--- src/bdsm_pkg.sv ---
package bdsm_pkg;

	// timestamp width default
	localparam int unsigned TIME_BITS_DEF = 48;

	// event codes
	localparam logic [1:0] OP_TICK  = 2'd0;
	localparam logic [1:0] OP_MREF  = 2'd1;
	localparam logic [1:0] OP_TORQ  = 2'd2;
	localparam logic [1:0] OP_SPARE = 2'd3;	// no action, outputs reported as they stand

	// register indexes
	localparam logic [1:0] REG_MAX_RPM = 2'd0;
	localparam logic [1:0] REG_INERTIA = 2'd1;
	localparam logic [1:0] REG_MGAIN   = 2'd2;
	localparam logic [1:0] REG_BGAIN   = 2'd3;

	localparam int unsigned CFG_W = 16;

	// register limits and reset values
	localparam logic [15:0] MAX_RPM_RST = 16'd6000;
	localparam logic [13:0] INERTIA_RST = 14'd1229;
	localparam logic [14:0] MGAIN_RST   = 15'd3277;
	localparam logic [14:0] BGAIN_RST   = 15'd2253;
	localparam logic [15:0] INERTIA_LO  = 16'd51;
	localparam logic [15:0] INERTIA_HI  = 16'd10240;
	localparam logic [15:0] GAIN_LO     = 16'd102;
	localparam logic [15:0] GAIN_HI     = 16'd20480;

	// shared unit widths
	localparam int unsigned MA_W   = 34;
	localparam int unsigned MB_W   = 27;
	localparam int unsigned PROD_W = MA_W + MB_W + 1;
	localparam int unsigned NUM_W  = 58;
	localparam int unsigned DIV_DW = 57;
	localparam int unsigned DIV_VW = 35;
	localparam int unsigned CNT_W  = 6;

	// model constants
	localparam logic [16:0]     DUTY_ONE     = 17'd65536;
	localparam logic [29:0]     PERIOD_RST   = 30'd1000000;
	localparam logic [31:0]     PERIOD_LIMIT = 32'd1000000000;
	localparam logic [31:0]     PULSE_LEN    = 32'd100000;
	localparam logic [17:0]     PHASE_MAX    = 18'd262143;
	localparam logic [MB_W-1:0] MGAIN_K      = MB_W'(100);
	localparam logic [MB_W-1:0] BRAKE_K      = MB_W'(450000);
	localparam logic [MB_W-1:0] DRAG_K       = MB_W'(18);
	localparam logic [MB_W-1:0] DEN_K        = MB_W'(1000000);

	// speed / 600000 = ((speed >> 6) * REV_RECIP) >> 40, exact for any 32-bit speed
	localparam logic [MB_W-1:0] REV_RECIP    = 27'd117281241;

	// divider run lengths
	localparam logic [CNT_W-1:0] ITER_SPEED = 6'd57;
	localparam logic [CNT_W-1:0] ITER_DUTY  = 6'd46;

	typedef enum logic [8:0] {
		S_IDLE = 9'b000000001,
		S_EXEC = 9'b000000010,
		S_MUL  = 9'b000000100,
		S_DIVN = 9'b000001000,
		S_UPD  = 9'b000010000,
		S_PHS  = 9'b000100000,
		S_DIVD = 9'b001000000,
		S_DONE = 9'b010000000,
		S_SPD  = 9'b100000000
	} state_t;

	typedef struct packed {
		logic                    start;
		logic [DIV_DW-1:0]       dividend;
		logic [DIV_VW-1:0]       divisor;
		logic [CNT_W-1:0]        iters;
	} div_req_t;

	typedef struct packed {
		logic              busy;
		logic              done;
		logic [DIV_DW-1:0] quotient;
	} div_rsp_t;

endpackage

--- src/bdsm_if.sv ---
interface bdsm_in_if #(
	parameter int unsigned TIME_BITS = 48
);
	logic                 valid;
	logic                 ready;
	logic [1:0]           opcode;
	logic                 level;
	logic [TIME_BITS-1:0] now_ns;

	modport source (output valid, opcode, level, now_ns, input ready);
	modport sink   (input valid, opcode, level, now_ns, output ready);
endinterface

interface bdsm_out_if;
	logic        valid;
	logic        ready;
	logic        pulse;
	logic [15:0] speed_rpm;

	modport source (output valid, pulse, speed_rpm, input ready);
	modport sink   (input valid, pulse, speed_rpm, output ready);
endinterface

--- src/bdsm_mul.sv ---
module bdsm_mul
	import bdsm_pkg::*;
(
	input  logic                     clk,
	input  logic signed [MA_W-1:0]   a,
	input  logic        [MB_W-1:0]   b,
	output logic signed [PROD_W-1:0] prod_q
);

	// one signed by unsigned product a cycle, registered
	always_ff @(posedge clk) begin
		prod_q <= a * $signed({1'b0, b});
	end

endmodule

--- src/bdsm_div.sv ---
module bdsm_div
	import bdsm_pkg::*;
(
	input  logic     clk,
	input  logic     arst_n,
	input  div_req_t req,
	output div_rsp_t rsp
);

	logic [DIV_DW-1:0] dvd_q;
	logic [DIV_DW-1:0] quo_q;
	logic [DIV_VW-1:0] rem_q;
	logic [DIV_VW-1:0] dvs_q;
	logic [CNT_W-1:0]  cnt_q;
	logic              busy_q;
	logic              done_q;
	logic [DIV_VW:0]   trial;
	logic              fits;

	// restoring step: one quotient bit a cycle, dividend taken MSB first
	assign trial = {rem_q, dvd_q[DIV_DW-1]};
	assign fits  = trial >= {1'b0, dvs_q};

	always_ff @(posedge clk or negedge arst_n) begin
		if (!arst_n) begin
			busy_q <= 1'b0;
			done_q <= 1'b0;
			cnt_q  <= '0;
		end else begin
			done_q <= 1'b0;
			if (req.start) begin
				busy_q <= 1'b1;
				cnt_q  <= req.iters;
			end else if (busy_q) begin
				cnt_q <= cnt_q - 1'b1;
				if (cnt_q == CNT_W'(1)) begin
					busy_q <= 1'b0;
					done_q <= 1'b1;
				end
			end
		end
	end

	always_ff @(posedge clk) begin
		if (req.start) begin
			dvd_q <= req.dividend;
			dvs_q <= req.divisor;
			rem_q <= '0;
			quo_q <= '0;
		end else if (busy_q) begin
			dvd_q <= {dvd_q[DIV_DW-2:0], 1'b0};
			quo_q <= {quo_q[DIV_DW-2:0], fits};
			rem_q <= fits ? DIV_VW'(trial - {1'b0, dvs_q}) : trial[DIV_VW-1:0];
		end
	end

	assign rsp.busy     = busy_q;
	assign rsp.done     = done_q;
	assign rsp.quotient = quo_q;

endmodule

--- src/brake_disc_speed_model_core.sv ---
// Brake-disc speed model with two PWM duty captures. Each input item is one
// timestamped event (100 us tick, motor-reference edge or torque edge) and
// gives exactly one result item: the pulse level and the integer rpm. Items
// are handled one at a time by a small sequencer around one shared
// 34x27 multiplier and one shift-subtract divider (one quotient bit a
// cycle). A rising edge or an unused opcode goes straight from the decode
// step to the result, a falling edge may also run the divider for its duty,
// and a tick runs 9 multiply steps, the divider for the speed update and
// one reciprocal multiply for the phase advance. The next item can be
// accepted in the cycle after the result is raised; a result still waiting
// in the output register holds the sequencer in its last step.
module brake_disc_speed_model_core
	import bdsm_pkg::*;
#(
	parameter int unsigned TIME_BITS = TIME_BITS_DEF
)(
	input  logic               clk,
	input  logic               arst_n,
	bdsm_in_if.sink            in_ch,
	bdsm_out_if.source         out_ch,
	input  logic               cfg_we,
	input  logic [1:0]         cfg_idx,
	input  logic [CFG_W-1:0]   cfg_data
);

	state_t state_q;

	// latched event
	logic [1:0]           op_q;
	logic                 lvl_q;
	logic [TIME_BITS-1:0] now_q;

	// configuration
	logic [15:0] max_rpm_q;
	logic [13:0] inertia_q;
	logic [14:0] mgain_q;
	logic [14:0] bgain_q;

	// plant state
	logic [1:0]           high_q;
	logic [TIME_BITS-1:0] last_q [2];
	logic [29:0]          per_q  [2];
	logic [16:0]          duty_q [2];
	logic [31:0]          spd_q;
	logic [17:0]          phase_q;
	logic                 pulse_q;
	logic [TIME_BITS-1:0] pend_q;

	// sequencer scratch
	logic [3:0]              step_q;
	logic [31:0]             tgt_q;
	logic signed [NUM_W-1:0] num_q;
	logic [34:0]             ns_q;

	// output register
	logic        out_valid_q;
	logic        out_pulse_q;
	logic [15:0] out_speed_q;

	logic                    ch;
	logic [TIME_BITS-1:0]    elapsed;
	logic                    rise_ok;
	logic                    fall_ok;
	logic                    ht_ge;
	logic [16:0]             dm;
	logic [16:0]             db;
	logic signed [MA_W-1:0]  mul_a;
	logic [MB_W-1:0]         mul_b;
	logic signed [PROD_W-1:0] prod;
	logic [NUM_W-1:0]        num_mag;
	logic [34:0]             ns_raw;
	logic [33:0]             lim;
	logic [18:0]             ph_sum;
	logic [17:0]             ph_sat;
	logic                    out_free;
	div_req_t                dreq;
	div_rsp_t                drsp;

	// channel selection and edge timing
	assign ch      = (op_q == OP_TORQ);
	assign elapsed = now_q - last_q[ch];
	assign rise_ok = (last_q[ch] != '0) && (elapsed != '0)
		&& (elapsed < TIME_BITS'(PERIOD_LIMIT));
	assign fall_ok = high_q[ch] && (last_q[ch] != '0) && (per_q[ch] != '0);
	assign ht_ge   = elapsed >= TIME_BITS'(per_q[ch]);

	// duty in use per channel
	assign dm = high_q[0] ? ((per_q[0] != '0) ? DUTY_ONE : '0) : duty_q[0];
	assign db = high_q[1] ? ((per_q[1] != '0) ? DUTY_ONE : '0) : duty_q[1];

	// multiplier operand schedule of a tick
	always_comb begin
		mul_a = '0;
		mul_b = '0;
		case (step_q)
			4'd0: begin mul_a = MA_W'(dm);        mul_b = MB_W'(max_rpm_q); end
			4'd1: begin mul_a = MA_W'(mgain_q);   mul_b = MGAIN_K;          end
			4'd2: begin
				mul_a = $signed({2'b00, tgt_q}) - $signed({2'b00, spd_q});
				mul_b = prod[MB_W-1:0];
			end
			4'd3: begin mul_a = MA_W'(db);        mul_b = MB_W'(bgain_q);   end
			4'd4: begin mul_a = prod[MA_W-1:0];   mul_b = BRAKE_K;          end
			4'd5: begin mul_a = MA_W'(inertia_q); mul_b = DRAG_K;           end
			4'd6: begin mul_a = MA_W'(spd_q);     mul_b = prod[MB_W-1:0];   end
			4'd7: begin mul_a = MA_W'(inertia_q); mul_b = DEN_K;            end
			default: begin mul_a = '0; mul_b = '0; end
		endcase
		// phase advance: speed / 64 times the reciprocal of 9375
		if (state_q == S_UPD) begin
			mul_a = MA_W'(spd_q[31:6]);
			mul_b = REV_RECIP;
		end
	end

	bdsm_mul u_mul (
		.clk    (clk),
		.a      (mul_a),
		.b      (mul_b),
		.prod_q (prod)
	);

	assign num_mag = num_q[NUM_W-1] ? NUM_W'(-num_q) : NUM_W'(num_q);

	// divider requests
	always_comb begin
		dreq = '0;
		if (state_q == S_MUL && step_q == 4'd8) begin
			dreq.start    = 1'b1;
			dreq.dividend = num_mag[DIV_DW-1:0];
			dreq.divisor  = prod[DIV_VW-1:0];
			dreq.iters    = ITER_SPEED;
		end else if (state_q == S_EXEC && (op_q == OP_MREF || op_q == OP_TORQ)
				&& !lvl_q && fall_ok && !ht_ge) begin
			dreq.start    = 1'b1;
			dreq.dividend = {elapsed[29:0], 16'd0, 11'd0};
			dreq.divisor  = DIV_VW'(per_q[ch]);
			dreq.iters    = ITER_DUTY;
		end
	end

	bdsm_div u_div (
		.clk    (clk),
		.arst_n (arst_n),
		.req    (dreq),
		.rsp    (drsp)
	);

	// speed update and limit
	assign ns_raw = num_q[NUM_W-1] ? ({3'b000, spd_q} - {2'b00, drsp.quotient[32:0]})
		: ({3'b000, spd_q} + {2'b00, drsp.quotient[32:0]});
	assign lim    = {2'b00, max_rpm_q, 16'd0};

	// phase advance with saturation, whole quotient sits in bits 52..40
	assign ph_sum = {1'b0, phase_q} + {6'd0, prod[52:40]};
	assign ph_sat = ph_sum[18] ? PHASE_MAX : ph_sum[17:0];

	assign out_free = !out_valid_q || out_ch.ready;

	// configuration writes, inertia and gains saturated to their limits
	always_ff @(posedge clk or negedge arst_n) begin
		if (!arst_n) begin
			max_rpm_q <= MAX_RPM_RST;
			inertia_q <= INERTIA_RST;
			mgain_q   <= MGAIN_RST;
			bgain_q   <= BGAIN_RST;
		end else if (cfg_we) begin
			unique case (cfg_idx)
				REG_MAX_RPM: max_rpm_q <= cfg_data;
				REG_INERTIA: inertia_q <= (cfg_data < INERTIA_LO) ? 14'(INERTIA_LO)
					: (cfg_data > INERTIA_HI) ? 14'(INERTIA_HI) : cfg_data[13:0];
				REG_MGAIN: mgain_q <= (cfg_data < GAIN_LO) ? 15'(GAIN_LO)
					: (cfg_data > GAIN_HI) ? 15'(GAIN_HI) : cfg_data[14:0];
				REG_BGAIN: bgain_q <= (cfg_data < GAIN_LO) ? 15'(GAIN_LO)
					: (cfg_data > GAIN_HI) ? 15'(GAIN_HI) : cfg_data[14:0];
				default: ;
			endcase
		end
	end

	// output valid: raised by the last step, dropped once taken
	always_ff @(posedge clk or negedge arst_n) begin
		if (!arst_n) begin
			out_valid_q <= 1'b0;
		end else if (state_q == S_DONE && out_free) begin
			out_valid_q <= 1'b1;
		end else if (out_ch.ready) begin
			out_valid_q <= 1'b0;
		end
	end

	// sequencer and plant state
	always_ff @(posedge clk or negedge arst_n) begin
		if (!arst_n) begin
			state_q     <= S_IDLE;
			step_q      <= '0;
			high_q      <= '0;
			last_q[0]   <= '0;
			last_q[1]   <= '0;
			per_q[0]    <= PERIOD_RST;
			per_q[1]    <= PERIOD_RST;
			duty_q[0]   <= '0;
			duty_q[1]   <= '0;
			spd_q       <= '0;
			phase_q     <= '0;
			pulse_q     <= 1'b0;
			pend_q      <= '0;
		end else begin
			unique case (state_q)
				S_IDLE: begin
					if (in_ch.valid) begin
						state_q <= S_EXEC;
					end
				end
				S_EXEC: begin
					if (op_q == OP_TICK) begin
						step_q  <= '0;
						state_q <= S_MUL;
					end else if (op_q == OP_MREF || op_q == OP_TORQ) begin
						if (lvl_q) begin
							if (rise_ok) begin
								per_q[ch] <= elapsed[29:0];
							end
							last_q[ch] <= now_q;
							high_q[ch] <= 1'b1;
							state_q    <= S_DONE;
						end else begin
							high_q[ch] <= 1'b0;
							if (!fall_ok) begin
								duty_q[ch] <= '0;
								state_q    <= S_DONE;
							end else if (ht_ge) begin
								duty_q[ch] <= DUTY_ONE;
								state_q    <= S_DONE;
							end else begin
								state_q <= S_DIVD;
							end
						end
					end else begin
						state_q <= S_DONE;
					end
				end
				S_MUL: begin
					step_q <= step_q + 1'b1;
					if (step_q == 4'd8) begin
						state_q <= S_DIVN;
					end
				end
				S_DIVN: begin
					if (drsp.done) begin
						state_q <= S_SPD;
					end
				end
				S_SPD: begin
					if (ns_q[34]) begin
						spd_q <= '0;
					end else if (ns_q[33:0] > lim) begin
						spd_q <= lim[31:0];
					end else begin
						spd_q <= ns_q[31:0];
					end
					state_q <= S_UPD;
				end
				S_UPD: begin
					if (pulse_q && now_q >= pend_q) begin
						pulse_q <= 1'b0;
					end
					state_q <= S_PHS;
				end
				S_PHS: begin
					if (!pulse_q && ph_sat[17:16] != 2'b00) begin
						phase_q <= {2'b00, ph_sat[15:0]};
						pulse_q <= 1'b1;
						pend_q  <= now_q + TIME_BITS'(PULSE_LEN);
					end else begin
						phase_q <= ph_sat;
					end
					state_q <= S_DONE;
				end
				S_DIVD: begin
					if (drsp.done) begin
						duty_q[ch] <= drsp.quotient[16:0];
						state_q    <= S_DONE;
					end
				end
				S_DONE: begin
					if (out_free) begin
						state_q <= S_IDLE;
					end
				end
				default: state_q <= S_IDLE;
			endcase
		end
	end

	// datapath scratch and event latch
	always_ff @(posedge clk) begin
		if (state_q == S_IDLE && in_ch.valid) begin
			op_q  <= in_ch.opcode;
			lvl_q <= in_ch.level;
			now_q <= in_ch.now_ns;
		end
		if (state_q == S_MUL) begin
			case (step_q)
				4'd1: tgt_q <= prod[31:0];
				4'd3: num_q <= NUM_W'(prod);
				4'd5: num_q <= num_q - NUM_W'(prod);
				4'd7: num_q <= num_q - NUM_W'(prod);
				default: ;
			endcase
		end
		if (state_q == S_DIVN && drsp.done) begin
			ns_q <= ns_raw;
		end
		if (state_q == S_DONE && out_free) begin
			out_pulse_q <= pulse_q;
			out_speed_q <= spd_q[31:16];
		end
	end

	assign in_ch.ready      = (state_q == S_IDLE);
	assign out_ch.valid     = out_valid_q;
	assign out_ch.pulse     = out_pulse_q;
	assign out_ch.speed_rpm = out_speed_q;

endmodule

--- src/flat_wrapper.sv ---
// flat-port wrapper written by rule: the top's interface ports become plain ports
module brake_disc_speed_model_core_flat import bdsm_pkg::*;
#(
	parameter int unsigned TIME_BITS = TIME_BITS_DEF
)
  (clk, arst_n, cfg_we, cfg_idx, cfg_data, in_ch_valid, in_ch_opcode, in_ch_level, in_ch_now_ns, in_ch_ready, out_ch_valid, out_ch_pulse, out_ch_speed_rpm, out_ch_ready);
  bdsm_in_if #(.TIME_BITS(TIME_BITS)) in_ch_i ();
  bdsm_out_if out_ch_i ();
  input  logic clk;
  input  logic arst_n;
  input  logic cfg_we;
  input  logic [1:0] cfg_idx;
  input  logic [CFG_W-1:0] cfg_data;
  input wire logic [$bits(in_ch_i.valid)-1:0] in_ch_valid;
  input wire logic [$bits(in_ch_i.opcode)-1:0] in_ch_opcode;
  input wire logic [$bits(in_ch_i.level)-1:0] in_ch_level;
  input wire logic [$bits(in_ch_i.now_ns)-1:0] in_ch_now_ns;
  output wire logic [$bits(in_ch_i.ready)-1:0] in_ch_ready;
  output wire logic [$bits(out_ch_i.valid)-1:0] out_ch_valid;
  output wire logic [$bits(out_ch_i.pulse)-1:0] out_ch_pulse;
  output wire logic [$bits(out_ch_i.speed_rpm)-1:0] out_ch_speed_rpm;
  input wire logic [$bits(out_ch_i.ready)-1:0] out_ch_ready;
  assign in_ch_i.valid = in_ch_valid;
  assign in_ch_i.opcode = in_ch_opcode;
  assign in_ch_i.level = in_ch_level;
  assign in_ch_i.now_ns = in_ch_now_ns;
  assign in_ch_ready = in_ch_i.ready;
  assign out_ch_valid = out_ch_i.valid;
  assign out_ch_pulse = out_ch_i.pulse;
  assign out_ch_speed_rpm = out_ch_i.speed_rpm;
  assign out_ch_i.ready = out_ch_ready;
  brake_disc_speed_model_core #(.TIME_BITS(TIME_BITS)) u_core (.clk(clk), .arst_n(arst_n), .in_ch(in_ch_i), .out_ch(out_ch_i), .cfg_we(cfg_we), .cfg_idx(cfg_idx), .cfg_data(cfg_data));
endmodule
--- config.mk ---
export PLATFORM = sky130hd
export DESIGN_NAME = brake_disc_speed_model_core_flat
export DESIGN_NICKNAME = d
export VERILOG_FILES = /design/src/bdsm_pkg.sv /design/src/bdsm_if.sv /design/src/bdsm_mul.sv /design/src/bdsm_div.sv /design/src/brake_disc_speed_model_core.sv /design/src/flat_wrapper.sv
export SDC_FILE = /design/constraint.sdc
export NUM_CORES = 2
export LEC_CHECK = 0
export BUFFER_PORTS_ARGS = -buffer_cell sky130_fd_sc_hd__buf_2
export CAP_MARGIN = 20
export CORE_ASPECT_RATIO = 1.75
export CORE_MARGIN = 4
export CORE_UTILIZATION = 40
export CTS_CLUSTER_DIAMETER = 50
export CTS_CLUSTER_SIZE = 28
export DETAILED_ROUTE_END_ITERATION = 10
export PLACE_DENSITY = 0.6
export SYNTH_ARGS = -nofsm -noshare
export SYNTH_HDL_FRONTEND = slang
export SYNTH_SLANG_ARGS = --single-unit
--- constraint.sdc ---
create_clock -name clk -period 31 [get_ports clk]
set_clock_uncertainty 0.1 [all_clocks]
set_input_delay 7.75 -clock clk [delete_from_list [all_inputs] [get_ports clk]]
set_output_delay 7.75 -clock clk [all_outputs]
set_load 0.05 [all_outputs]
==> impl_metrics.env <==
export IMPL_syn_inst=8745
export IMPL_syn_cell_area_sq_um=79700
export IMPL_grt_setup_unrepaired="no"
export IMPL_cpPeakStageDelay_ns=0.82
export IMPL_grt_max_degree=94
export IMPL_dr_pass1_iters=8
export IMPL_synthXorXnorAreaFrac_pct=3.75
export IMPL_synth_fp_nets=10300
export IMPL_overflow=0
export IMPL_finalMaxSlewViolations=0
export IMPL_cts_root_buf="clkbuf_16"
export IMPL_pin_count=93
export IMPL_crit_family="compound AO/OA/AOI/OAI gates"
export IMPL_post_route_period_util_pct=39.2
export IMPL_synth_seq_cells=784
export IMPL_track_usage_pct=26.8
export IMPL_stdcell_count=11400
export IMPL_crit_type="flop to flop"
export IMPL_irDropWorstVdd_uv=51.4
export IMPL_area_growth_pct=7.47
export IMPL_cts_buffers=58
export IMPL_place_area_sq_um=83500
export IMPL_cts_resized_gates=0
export IMPL_relSlewSlack_pct=18.0
export IMPL_start_kind="flop"
export IMPL_worstPathArrival_ns=12.67
export IMPL_rows=216
export IMPL_total_power_mw=4.32
export IMPL_outcome="completed"
export IMPL_die_area_sq_um=207000
export IMPL_dp_slack_ns=19.00
export IMPL_grt_pass1_vias=68200
export IMPL_netlist_cell_type_count=100
export IMPL_clk_pin_slew_worst_paths_ns=0.11
export IMPL_cp_common_cell="fa_1"
export IMPL_end_kind="flop"
export IMPL_wire_per_inst_microns=24.7
export IMPL_synth_area_mux_share_pct=4.70
export IMPL_cts_hold_repair_buffers=0
export IMPL_cts_setup_buffers=0
export IMPL_seq_area_frac_synth_pct=25.7
export IMPL_dp_cells=11300
export IMPL_htreeDepth=2
export IMPL_synthSimpleGateAreaFrac_pct=14.0
export IMPL_cellPowerDensity_nw_per_um2=50.4
export IMPL_synth_top_family_by_area="adder cells"
export IMPL_die_w_microns=345
export IMPL_synth_ff_type="dfrtp_1"
export IMPL_worstPathRequired_ns=31.51
export IMPL_initial_core_util_pct=40.2
export IMPL_clockBufferDepth=3
export IMPL_synth_compound_area_share_pct=12.3
export IMPL_antenna_left=0
export IMPL_via_per_inst=5.67
export IMPL_slowest_stage="and2_1"
export IMPL_io_buffers=92
export IMPL_hold_path_class="flop to flop"
export IMPL_worst_slew_pin_slew_ns=1.22
export IMPL_finalSetupViolCount=0
export IMPL_drc=0
export IMPL_finalWirelength_mm=281
export IMPL_vias=64500
export IMPL_async_reset_ff_share_pct=47.6
export IMPL_cp_max_fo=19
export IMPL_cts_sinks=784
export IMPL_tns_ns=0
export IMPL_nNetsFinal=10200
export IMPL_clock_latency_ns=0.72
export IMPL_synth_fa_ha_area_share_pct=31.1
export IMPL_die_y_microns=599
export IMPL_hold_viol=0
export IMPL_place_congestion=0.977
export IMPL_drive_gt1_share_pct=6.95
export IMPL_drt_initial_drc_count=4952
export IMPL_cp_num_buf_inv=6
export IMPL_cap_violations=0
export IMPL_grt_pass1_wl_mm=421
export IMPL_cts_tree="done"
export IMPL_synth_edf_count=285
export IMPL_ys_warn_count=0
export IMPL_period_needed_ns=12.16
export IMPL_antenna_found_initial=7
export IMPL_finalWorstSetupSlack_ns=18.84
export IMPL_leakagePower_nw=40.1
export IMPL_max_freq_mhz=82.3
export IMPL_syn_area_per_cell_sq_um=9.12
export IMPL_dp_hpwl_mm=222
export IMPL_final_cell_area_sq_um=85700
export IMPL_core_area_sq_um=198000
-- area by class of cell --
| class | count | area, sq um |
|---|---|---|
| Clock inverter | 46 | 616 |
| Tap cell | 2616 | 3270 |
| Multi-Input combinational cell | 6167 | 52700 |
| Fill cell | 19100 | 112000 |
| Clock buffer | 63 | 1510 |
| Timing Repair Buffer | 250 | 1700 |
| Sequential cell | 784 | 20500 |
| Inverter | 1444 | 5420 |
| Antenna cell | 1 | 2.50 |
-- registers in the layout, indices dropped and copies added (netlist names), 33 cells and up, named ones only --
name / cells
u_core.last_q: 96
u_core.now_q: 48
u_core.ns_q: 35
u_core.num_q: 58
u_core.pend_q: 48
u_core.per_q: 60
u_core.u_div.dvd_q: 57
u_core.u_div.dvs_q: 35
u_core.u_div.quo_q: 33
u_core.u_div.rem_q: 35
u_core.u_mul.prod_q: 58
-- synthesized netlist by cell type, types with 49 or more instances --
library cell | instances | area, sq um
inv_1 | 1442 | 5410
nand2_1 | 920 | 3450
fa_1 | 914 | 18300
nor2_1 | 884 | 3320
ha_1 | 519 | 6490
o21ai_0 | 368 | 1840
a21oi_1 | 361 | 1810
dfrtp_1 | 332 | 8310
clkbuf_1 | 300 | 1130
edfxtp_1 | 285 | 8560
xnor2_1 | 210 | 1840
mux2i_1 | 203 | 2030
a21o_1 | 196 | 1470
xor2_1 | 131 | 1150
dfxtp_1 | 126 | 2520
mux2_2 | 126 | 1420
nand3_1 | 125 | 626
nor3_1 | 105 | 526
nand2b_1 | 98 | 613
o22ai_1 | 71 | 444
a211oi_1 | 64 | 480
nand4_1 | 60 | 375
nor4_1 | 55 | 344
o21bai_1 | 53 | 398
o21a_1 | 49 | 368
-- cells by family (layout without fill, tap and decap cells) --
logic type	after synthesis	after routing
AND/OR/NAND/NOR	2515	2515
flip-flops	784	784
buffers and inverters	1794	1803
XOR/XNOR	341	341
multiplexers	355	355
other	0	1
adder cells (fa/ha/maj)	1433	1433
AO/OA/AOI/OAI	1523	1523
-- power breakdown --
part,internal (mW),switching [mW],total (mW)
logic,0.700,1.41,2.11
registers,1.18,0.141,1.33
clock network,0.393,0.488,0.881
-- layout by cell type (no fill, tap or decap), drive strengths merged, types with 249 or more instances in the layout --
cell type / Yosys / final
buf: 49 / 249
inv: 1442 / 1474
edfxtp: 285 / 285
o21ai: 373 / 373
nand2: 920 / 920
a21oi: 361 / 361
dfrtp: 332 / 332
nor2: 884 / 884
ha: 519 / 519
fa: 914 / 914
-- final timing paths --
check	from	cells past startpoint	slack [ns]	endpoint
worst max-delay path	u_core.step_q[3]$_DFFE_PN0P_	34	18.84	u_core.u_mul.prod_q[56]$_DFF_P_
worst min-delay path	u_core.u_mul.prod_q[30]$_DFF_P_	0	0.38	u_core.tgt_q[30]$_DFFE_PP_
worst min register to register	u_core.u_mul.prod_q[30]$_DFF_P_	0	0.38	u_core.tgt_q[30]$_DFFE_PP_
max in group asynchronous	arst_n	3	21.41	u_core.spd_q[1]$_DFFE_PN0P_
min in group asynchronous	arst_n	1	6.96	u_core.pend_q[42]$_DFFE_PN0P_
worst max register to register	u_core.step_q[3]$_DFFE_PN0P_	34	18.84	u_core.u_mul.prod_q[56]$_DFF_P_
-- per-layer routing --
metal | vias up | global-route usage, % | part of all wire, %
met3 | 1000 | 3.77 | 6.3
li1 | 28500 | - | -
met4 | 10 | 21.0 | 9.7
met1 | 32400 | 27.8 | 33
met5 | - | 0 | 0.020
met2 | 2614 | 48.5 | 51
-- metrics by stage --
stage | utilization, % | hold slack [ns]
final | 43.2 | 0.379
after CTS | 43.2 | 0.385
after global placement | 42.1 | 0.358
after global routing | 43.2 | 0.393
after floorplan | - | 0.306
after detailed placement | 42.1 | 0.365
Power figures use the tool's default switching activity.
